==> src/dstq_pkg.sv <==
//------------------------------------------------------------------------------
// dstq_pkg: shared types and constants of the sorted timer queue
// Command and result kind codes, controller/datapath command and status.
//------------------------------------------------------------------------------
`default_nettype none
package dstq_pkg;

	localparam logic [1:0] CMD_ADD    = 2'd0;
	localparam logic [1:0] CMD_CANCEL = 2'd1;
	localparam logic [1:0] CMD_SWEEP  = 2'd2;

	localparam logic [2:0] KIND_ADDED   = 3'd0;
	localparam logic [2:0] KIND_REJECT  = 3'd1;
	localparam logic [2:0] KIND_CANCEL  = 3'd2;
	localparam logic [2:0] KIND_EXPIRED = 3'd3;
	localparam logic [2:0] KIND_DONE    = 3'd4;

	// datapath operations requested by the controller
	localparam logic [2:0] OP_NONE   = 3'd0;
	localparam logic [2:0] OP_LOAD   = 3'd1; // capture input beat
	localparam logic [2:0] OP_ALLOC  = 3'd2; // pop free stack, write stores
	localparam logic [2:0] OP_SCAN   = 3'd3; // advance insert position
	localparam logic [2:0] OP_INSERT = 3'd4; // shift order, place slot
	localparam logic [2:0] OP_CANCEL = 3'd5;
	localparam logic [2:0] OP_POP    = 3'd6; // drop head, free slot

	typedef struct packed {
		logic [2:0] op;
		logic       emit;      // load output register
		logic [2:0] emit_kind;
		logic       emit_last;
	} dstq_cmd_t;

	typedef struct packed {
		logic [1:0] command;
		logic       reject;    // add cannot proceed
		logic       scan_done; // insert position found
		logic       empty;
		logic       head_live;
		logic       head_due;  // head deadline <= now
		logic       out_busy;  // output register still holds a beat
	} dstq_sts_t;

endpackage
`default_nettype wire

==> src/dstq_datapath.sv <==
//------------------------------------------------------------------------------
// dstq_datapath: stores, sorted order, free stack and output register
// Executes one controller operation per cycle.
//------------------------------------------------------------------------------
`default_nettype none
module dstq_datapath #(
	parameter int CAPACITY = 16
) (
	input  wire                 clk,
	input  wire                 arst_n,
	input  dstq_pkg::dstq_cmd_t cmd,
	output dstq_pkg::dstq_sts_t sts,
	input  wire  [100:0]        in_data,
	output logic [47:0]         out_data,
	output logic                out_valid,
	input  wire                 out_ready
);
	import dstq_pkg::*;

	localparam int IW = $clog2(CAPACITY);
	localparam int CW = $clog2(CAPACITY + 1);

	logic [IW-1:0] order_q [CAPACITY];
	logic [31:0]   deadline_q [CAPACITY];
	logic [31:0]   tag_q [CAPACITY];
	logic [CAPACITY-1:0] live_q;
	logic [IW-1:0] free_q [CAPACITY];
	logic [CW-1:0] free_top_q;
	logic [CW-1:0] count_q;
	logic [CW-1:0] pos_q;
	logic [IW-1:0] slot_q;
	logic [31:0]   dl_q;

	logic [1:0]  command_q;
	logic [31:0] now_q;
	logic [30:0] delay_q;
	logic [31:0] tag_in_q;
	logic [3:0]  slot_id_q;

	logic [IW-1:0] head;
	logic [IW-1:0] pos_slot;

	assign head     = order_q[0];
	assign pos_slot = order_q[pos_q[IW-1:0]];

	assign sts.command   = command_q;
	assign sts.reject    = (delay_q == 31'd0) || (free_top_q == '0) ||
	                       (count_q >= CW'(CAPACITY));
	assign sts.scan_done = (pos_q == count_q) || (deadline_q[pos_slot] > dl_q);
	assign sts.empty     = (count_q == '0);
	assign sts.head_live = live_q[head];
	assign sts.head_due  = (deadline_q[head] <= now_q);
	assign sts.out_busy  = out_valid && !out_ready;

	always_ff @(posedge clk or negedge arst_n) begin
		if (!arst_n) begin
			live_q     <= '0;
			free_top_q <= CW'(CAPACITY);
			count_q    <= '0;
			pos_q      <= '0;
			out_valid  <= 1'b0;
			for (int i = 0; i < CAPACITY; i++) begin
				free_q[i] <= IW'(i);
			end
		end else begin
			if (cmd.emit) begin
				out_valid <= 1'b1;
			end else if (out_ready) begin
				out_valid <= 1'b0;
			end
			case (cmd.op)
				OP_ALLOC: begin
					free_top_q <= free_top_q - 1'b1;
					pos_q      <= '0;
					live_q[free_q[free_top_q[IW-1:0] - 1'b1]] <= 1'b1;
				end
				OP_SCAN: begin
					pos_q <= pos_q + 1'b1;
				end
				OP_INSERT: begin
					for (int i = 1; i < CAPACITY; i++) begin
						if (CW'(i) > pos_q && CW'(i) <= count_q) begin
							order_q[i] <= order_q[i-1];
						end
					end
					order_q[pos_q[IW-1:0]] <= slot_q;
					count_q <= count_q + 1'b1;
				end
				OP_CANCEL: begin
					if ({1'b0, slot_id_q} < 5'(CAPACITY)) begin
						live_q[slot_id_q[IW-1:0]] <= 1'b0;
					end
				end
				OP_POP: begin
					for (int i = 0; i < CAPACITY - 1; i++) begin
						order_q[i] <= order_q[i+1];
					end
					count_q <= count_q - 1'b1;
					live_q[head] <= 1'b0;
					free_q[free_top_q[IW-1:0]] <= head;
					free_top_q <= free_top_q + 1'b1;
				end
				default: begin
				end
			endcase
		end
	end

	// payload registers
	always_ff @(posedge clk) begin
		case (cmd.op)
			OP_LOAD: begin
				command_q <= in_data[1:0];
				now_q     <= in_data[33:2];
				delay_q   <= in_data[64:34];
				tag_in_q  <= in_data[96:65];
				slot_id_q <= in_data[100:97];
			end
			OP_ALLOC: begin
				slot_q <= free_q[free_top_q[IW-1:0] - 1'b1];
				dl_q   <= now_q + {1'b0, delay_q};
				deadline_q[free_q[free_top_q[IW-1:0] - 1'b1]] <= now_q + {1'b0, delay_q};
				tag_q[free_q[free_top_q[IW-1:0] - 1'b1]]      <= tag_in_q;
			end
			default: begin
			end
		endcase
		if (cmd.emit) begin
			out_data[2:0] <= cmd.emit_kind;
			out_data[47]  <= cmd.emit_last;
			case (cmd.emit_kind)
				KIND_ADDED: begin
					out_data[6:3]  <= 4'(slot_q);
					out_data[38:7] <= '0;
				end
				KIND_CANCEL: begin
					out_data[6:3]  <= slot_id_q;
					out_data[38:7] <= '0;
				end
				KIND_EXPIRED: begin
					out_data[6:3]  <= 4'(head);
					out_data[38:7] <= tag_q[head];
				end
				default: begin
					out_data[6:3]  <= '0;
					out_data[38:7] <= '0;
				end
			endcase
			out_data[46:39] <= '0;
		end
	end
endmodule
`default_nettype wire

==> src/dstq_ctrl.sv <==
//------------------------------------------------------------------------------
// dstq_ctrl: command sequencer of the sorted timer queue
// Steps add, cancel and sweep through datapath operations.
//------------------------------------------------------------------------------
`default_nettype none
module dstq_ctrl (
	input  wire                 clk,
	input  wire                 arst_n,
	input  wire                 in_valid,
	output logic                in_ready,
	input  wire  [1:0]          in_command,
	input  dstq_pkg::dstq_sts_t sts,
	output dstq_pkg::dstq_cmd_t cmd
);
	import dstq_pkg::*;

	localparam logic [2:0] ST_IDLE  = 3'd0;
	localparam logic [2:0] ST_DEC   = 3'd1;
	localparam logic [2:0] ST_SCAN  = 3'd2;
	localparam logic [2:0] ST_SWEEP = 3'd3;
	localparam logic [2:0] ST_EXP   = 3'd4;

	logic [2:0] state_q, state_d;
	logic [4:0] nexp_q, nexp_d;

	assign in_ready = (state_q == ST_IDLE);

	always_comb begin
		state_d = state_q;
		nexp_d  = nexp_q;
		cmd     = '{op: OP_NONE, emit: 1'b0, emit_kind: KIND_DONE, emit_last: 1'b1};
		case (state_q)
			ST_IDLE: begin
				if (in_valid) begin
					cmd.op  = OP_LOAD;
					state_d = (in_command == CMD_ADD || in_command == CMD_CANCEL ||
					           in_command == CMD_SWEEP) ? ST_DEC : ST_IDLE;
				end
			end
			ST_DEC: begin
				if (!sts.out_busy) begin
					case (sts.command)
						CMD_ADD: begin
							if (sts.reject) begin
								cmd.emit = 1'b1;
								cmd.emit_kind = KIND_REJECT;
								state_d = ST_IDLE;
							end else begin
								cmd.op = OP_ALLOC;
								state_d = ST_SCAN;
							end
						end
						CMD_CANCEL: begin
							cmd.op = OP_CANCEL;
							cmd.emit = 1'b1;
							cmd.emit_kind = KIND_CANCEL;
							state_d = ST_IDLE;
						end
						default: begin
							nexp_d  = '0;
							state_d = ST_SWEEP;
						end
					endcase
				end
			end
			ST_SCAN: begin
				if (sts.scan_done) begin
					cmd.op = OP_INSERT;
					cmd.emit = 1'b1;
					cmd.emit_kind = KIND_ADDED;
					state_d = ST_IDLE;
				end else begin
					cmd.op = OP_SCAN;
				end
			end
			ST_SWEEP: begin
				if (!sts.out_busy) begin
					if (sts.empty || (sts.head_live &&
					    (!sts.head_due || nexp_q == 5'd16))) begin
						cmd.emit = 1'b1;
						state_d = ST_IDLE;
					end else if (!sts.head_live) begin
						cmd.op = OP_POP;
					end else begin
						cmd.emit = 1'b1;
						cmd.emit_kind = KIND_EXPIRED;
						cmd.emit_last = 1'b0;
						state_d = ST_EXP;
					end
				end
			end
			ST_EXP: begin
				cmd.op  = OP_POP;
				nexp_d  = nexp_q + 1'b1;
				state_d = ST_SWEEP;
			end
			default: begin
				state_d = ST_IDLE;
			end
		endcase
	end

	always_ff @(posedge clk or negedge arst_n) begin
		if (!arst_n) begin
			state_q <= ST_IDLE;
			nexp_q  <= '0;
		end else begin
			state_q <= state_d;
			nexp_q  <= nexp_d;
		end
	end
endmodule
`default_nettype wire

==> src/deadline_sorted_timer_queue_top.sv <==
//------------------------------------------------------------------------------
// deadline_sorted_timer_queue_top: sorted timer queue with CAPACITY slots
//
// Slave stream s_axis_* takes one command beat, the command code on
// s_axis_tuser; master stream m_axis_* returns result beats, the result
// kind on m_axis_tuser, last one of each command flagged by m_axis_tlast.
// Add: picks a slot from a LIFO free stack, deadline = now + delay, and
// inserts it after equal deadlines. Reply: added (slot) or rejected.
// Cancel: clears the live mark, replies cancel done.
// Sweep: drops cancelled heads, emits up to 16 due heads with their tag,
// ends with a done beat.
// Add scans the sorted order linearly for the insert position, one entry
// per cycle. One command is in work at a time; s_axis_tready is high
// only while idle.
// Reset: empty queue, all slots free, slot CAPACITY-1 on top of the stack.
// A stalled master side holds the output register; the sequencer waits
// before producing the next beat, nothing is lost.
//------------------------------------------------------------------------------
`default_nettype none
module deadline_sorted_timer_queue_top #(
	parameter int CAPACITY = 16
) (
	input  wire          clk,
	input  wire          arst_n,
	input  wire          s_axis_tvalid,
	output logic         s_axis_tready,
	// now_time[31:0], delay[62:32], tag[94:63], slot_id[98:95]
	input  wire  [103:0] s_axis_tdata,
	// command[1:0]
	input  wire  [1:0]   s_axis_tuser,
	output logic         m_axis_tvalid,
	input  wire          m_axis_tready,
	// result_slot[3:0], tag_out[35:4]
	output logic [39:0]  m_axis_tdata,
	// kind[2:0]
	output logic [2:0]   m_axis_tuser,
	output logic         m_axis_tlast
);
	import dstq_pkg::*;

	dstq_cmd_t   cmd;
	dstq_sts_t   sts;
	logic [47:0] out_data;

	dstq_ctrl u_ctrl (
		.clk        (clk),
		.arst_n     (arst_n),
		.in_valid   (s_axis_tvalid),
		.in_ready   (s_axis_tready),
		.in_command (s_axis_tuser),
		.sts        (sts),
		.cmd        (cmd)
	);

	dstq_datapath #(.CAPACITY(CAPACITY)) u_dp (
		.clk       (clk),
		.arst_n    (arst_n),
		.cmd       (cmd),
		.sts       (sts),
		.in_data   ({s_axis_tdata[98:0], s_axis_tuser}),
		.out_data  (out_data),
		.out_valid (m_axis_tvalid),
		.out_ready (m_axis_tready)
	);

	// out_data: kind[2:0], slot[6:3], tag[38:7], zeros, last[47]
	assign m_axis_tuser = out_data[2:0];
	assign m_axis_tdata = out_data[42:3];
	assign m_axis_tlast = out_data[47];
endmodule
`default_nettype wire

==> config.mk <==
export PLATFORM = sky130hd
export DESIGN_NAME = deadline_sorted_timer_queue_top
export DESIGN_NICKNAME = d
export VERILOG_FILES = /design/src/dstq_pkg.sv /design/src/dstq_datapath.sv /design/src/dstq_ctrl.sv /design/src/deadline_sorted_timer_queue_top.sv
export SDC_FILE = /design/constraint.sdc
export NUM_CORES = 2
export LEC_CHECK = 0
export BUFFER_PORTS_ARGS = -buffer_cell sky130_fd_sc_hd__buf_2
export CORE_MARGIN = 1
export CORE_UTILIZATION = 30
export DETAILED_ROUTE_END_ITERATION = 8
export MAX_ROUTING_LAYER = met4
export SLEW_MARGIN = 0
export SYNTH_ARGS = -nofsm -noshare
export SYNTH_HDL_FRONTEND = slang
export SYNTH_HIERARCHICAL = 1
export SYNTH_SLANG_ARGS = --single-unit
==> constraint.sdc <==
create_clock -name clk -period 11.85 [get_ports clk]
set_input_delay 1.185 -clock clk [delete_from_list [all_inputs] [get_ports clk]]
set_output_delay 1.185 -clock clk [all_outputs]
set_load 0.01 [all_outputs]
==> flow_summary.ini <==
[run_status]
status = completed

[drt]
first_pass_iters = 5
wl_per_cell_um = 25.0
drt-total-wl_um = 167000
drc_errors = 0
ant_nets = 0
num_vias = 35052
drtIter0Drc = 3613
avgViaCountPerCell = 5.24

[finish]
area_growth_syn_to_layout_pct = 14.7
nets = 4108
drive_above_1_share_pct = 24.7
fillers = 19353
layout.cells.non_filler = 6692
stdcell_area_sq_mm = 0.0707

[clocking]
cts_sinks = 1369
postCtsSetupRepairBufs = 0
clockBufferDepth = 3
root_buffer = clkbuf_16
cts_max_level = 4
cts_tree = yes
cts-hold-fix-buffers = 0
cts.clk_slew.worst_paths_ps = 50
cts-resized-gates = 0
numCtsBuffers = 148
insertion_delay_ps = 820

[global_route]
grt_max_degree = 153
grt_pass1_wl_um = 244000
grt_pass1_vias = 35508
grt_remaining_overflow = 0
grt_antenna_before_repair = 8
grt_use_total_pct = 16.5

[placed_design]
place_congestion = 0.820
dp_cells = 6419
dp_hpwl_um = 97500
placed_area_sq_mm = 0.0659
io_buffers = 146

[pwr]
p_per_area_mw_per_mm2 = 309
ir_drop_uv = 285
leakage_nw = 24.3
finalPower_w = 0.0219

[synth]
syn_avg_cell_area_sq_um = 16.6
synth.cell_area_sq_mm = 0.0617
syn_inst = 3706
yosysWarnings = 6

[sta]
timing.fmax_ghz = 0.102
drv_slew = 0
min_period_ps = 9770
setup_violations = 0
hold_slack_ps = 338
grt_setup_unrepaired = no
relSlewSlack_pct = 17.4
tightest_slew_ps = 1240
fin_worst_skew_ps = 43.9
fin_tns_setup_ps = 0
fin_crit_sh_pct = 82.4
hold_viol = 0

[die]
dieArea_sq_mm = 0.207
die-height_um = 455
row_count = 166
start_util_pct = 30.2
dieWidth_um = 455
core_sq_mm = 0.204
num_io_pins = 156

[run]
drv_cap = 0

[worst_setup_path]
critPathLaunchType = register
worstSetupPathType = reg2reg
path_max_fanout = 145
cp-end-kind = register
rr_startpoint = u_dp/pos_q[1]$_DFFE_PN0P_
arrival_ps = 10210
crit_start = u_dp/pos_q[1]$_DFFE_PN0P_
crit_required_ps = 12300

[min_path]
worstHoldPathType = in2async
-- sequential cells by signal, summed over array words and instances (netlist names), 16 cells and up --
name	flops
u_dp/free_q	64
u_dp/tag_q	512
u_dp/delay_q	31
u_dp/deadline_q	512
u_dp/out_data	40
u_dp/live_q	16
u_dp/order_q	64
u_dp/dl_q	32
u_dp/now_q	32
u_dp/tag_in_q	32
-- worst max-delay path, cell delays in order (launching register included) --
cell       delay (ps)
dfrtp_1           700
clkinv_1          500
o2bb2ai_1         300
a22oi_1           210
a21oi_4           260
buf_12            640
mux2i_1           170
a32oi_1           210
nand4_1           130
a221oi_2          240
ha_1              300
a21o_1            160
a21o_1            170
a21o_1            170
a21oi_1           200
nor2_1             70
a2111oi_0         750
o21a_1            230
o21ai_0           380
or3_1             480
o311ai_1           90
buf_4             250
nand2b_1          200
nor2_4            140
buf_4             550
nand3_1           550
nor2_4            680
buf_4             440
-- report_power, final --
group          total (W)  internal, W  switching [W]
registers        0.00873      0.00798       0.000754
clock network    0.00458      0.00258        0.00200
logic            0.00854      0.00284        0.00570
-- area by class of cell --
| cell class | instances | area [sq um] | area share (%) |
|---|---|---|---|
| Timing Repair Buffer | 239 | 1680 | 2.37 |
| Clock inverter | 80 | 872 | 1.23 |
| Tap cell | 2688 | 3360 | 4.76 |
| Sequential cell | 1369 | 40600 | 57.5 |
| Multi-Input combinational cell | 2036 | 19900 | 28.2 |
| Inverter | 88 | 330 | 0.467 |
| Clock buffer | 191 | 3930 | 5.55 |
| Antenna cell | 1 | 2.50 | 0.00354 |
-- cells in the final DEF (no fill, tap or decap), types with 29 or more instances in the layout --
| cell | count |
|---|---|
| a32oi_1 | 67 |
| buf_2 | 145 |
| mux2i_1 | 205 |
| o21ai_0 | 60 |
| a21o_1 | 45 |
| clkbuf_1 | 39 |
| dfrtp_1 | 71 |
| nor2_1 | 88 |
| inv_1 | 84 |
| buf_4 | 73 |
| nor2b_1 | 52 |
| ha_1 | 114 |
| clkinv_1 | 33 |
| dfstp_2 | 33 |
| mux4_2 | 350 |
| nand2_1 | 369 |
| edfxtp_1 | 1265 |
| a21oi_1 | 103 |
| mux2_2 | 79 |
| a221oi_2 | 33 |
| nand3_1 | 95 |
| nor3_1 | 29 |
| clkbuf_16 | 150 |
| nand4_1 | 45 |
-- worst paths after layout --
check	endpoint	slack [ps]	cells past startpoint
setup / recovery	u_dp/deadline_q[11][10]$_DFFE_PP_	2080	27
hold / removal	u_dp/pos_q[1]$_DFFE_PN0P_	340	1
setup reg to reg	u_dp/deadline_q[11][10]$_DFFE_PP_	2080	27
hold reg to reg	u_dp/free_top_q[4]$_DFFE_PN1P_	490	1
max in group asynchronous	u_dp/free_q[62]$_DFFE_PN0P_	10140	2
min in group clk	u_dp/free_top_q[4]$_DFFE_PN1P_	490	1
-- metrics by stage --
stage / utilization [%] / setup slack [ps]
6_report: 34.6 / 2080
5_1_grt: 34.6 / 1650
4_1_cts: 34.6 / 2070
3_5_place_dp: 32.2 / 2100
3_3_place_gp: 32.2 / 2180
2_1_floorplan: - / 1700
-- layer usage --
metal / up-vias / track usage (%) / part of all wire [%]
met5: - / - / 0
met2: 1180 / 26.5 / 49
li1: 15180 / - / -
met1: 18409 / 21.1 / 42
met3: 283 / 2.67 / 5.7
met4: 0 / 5.70 / 3.1
Note: power is estimated with default switching activity, not from simulation.
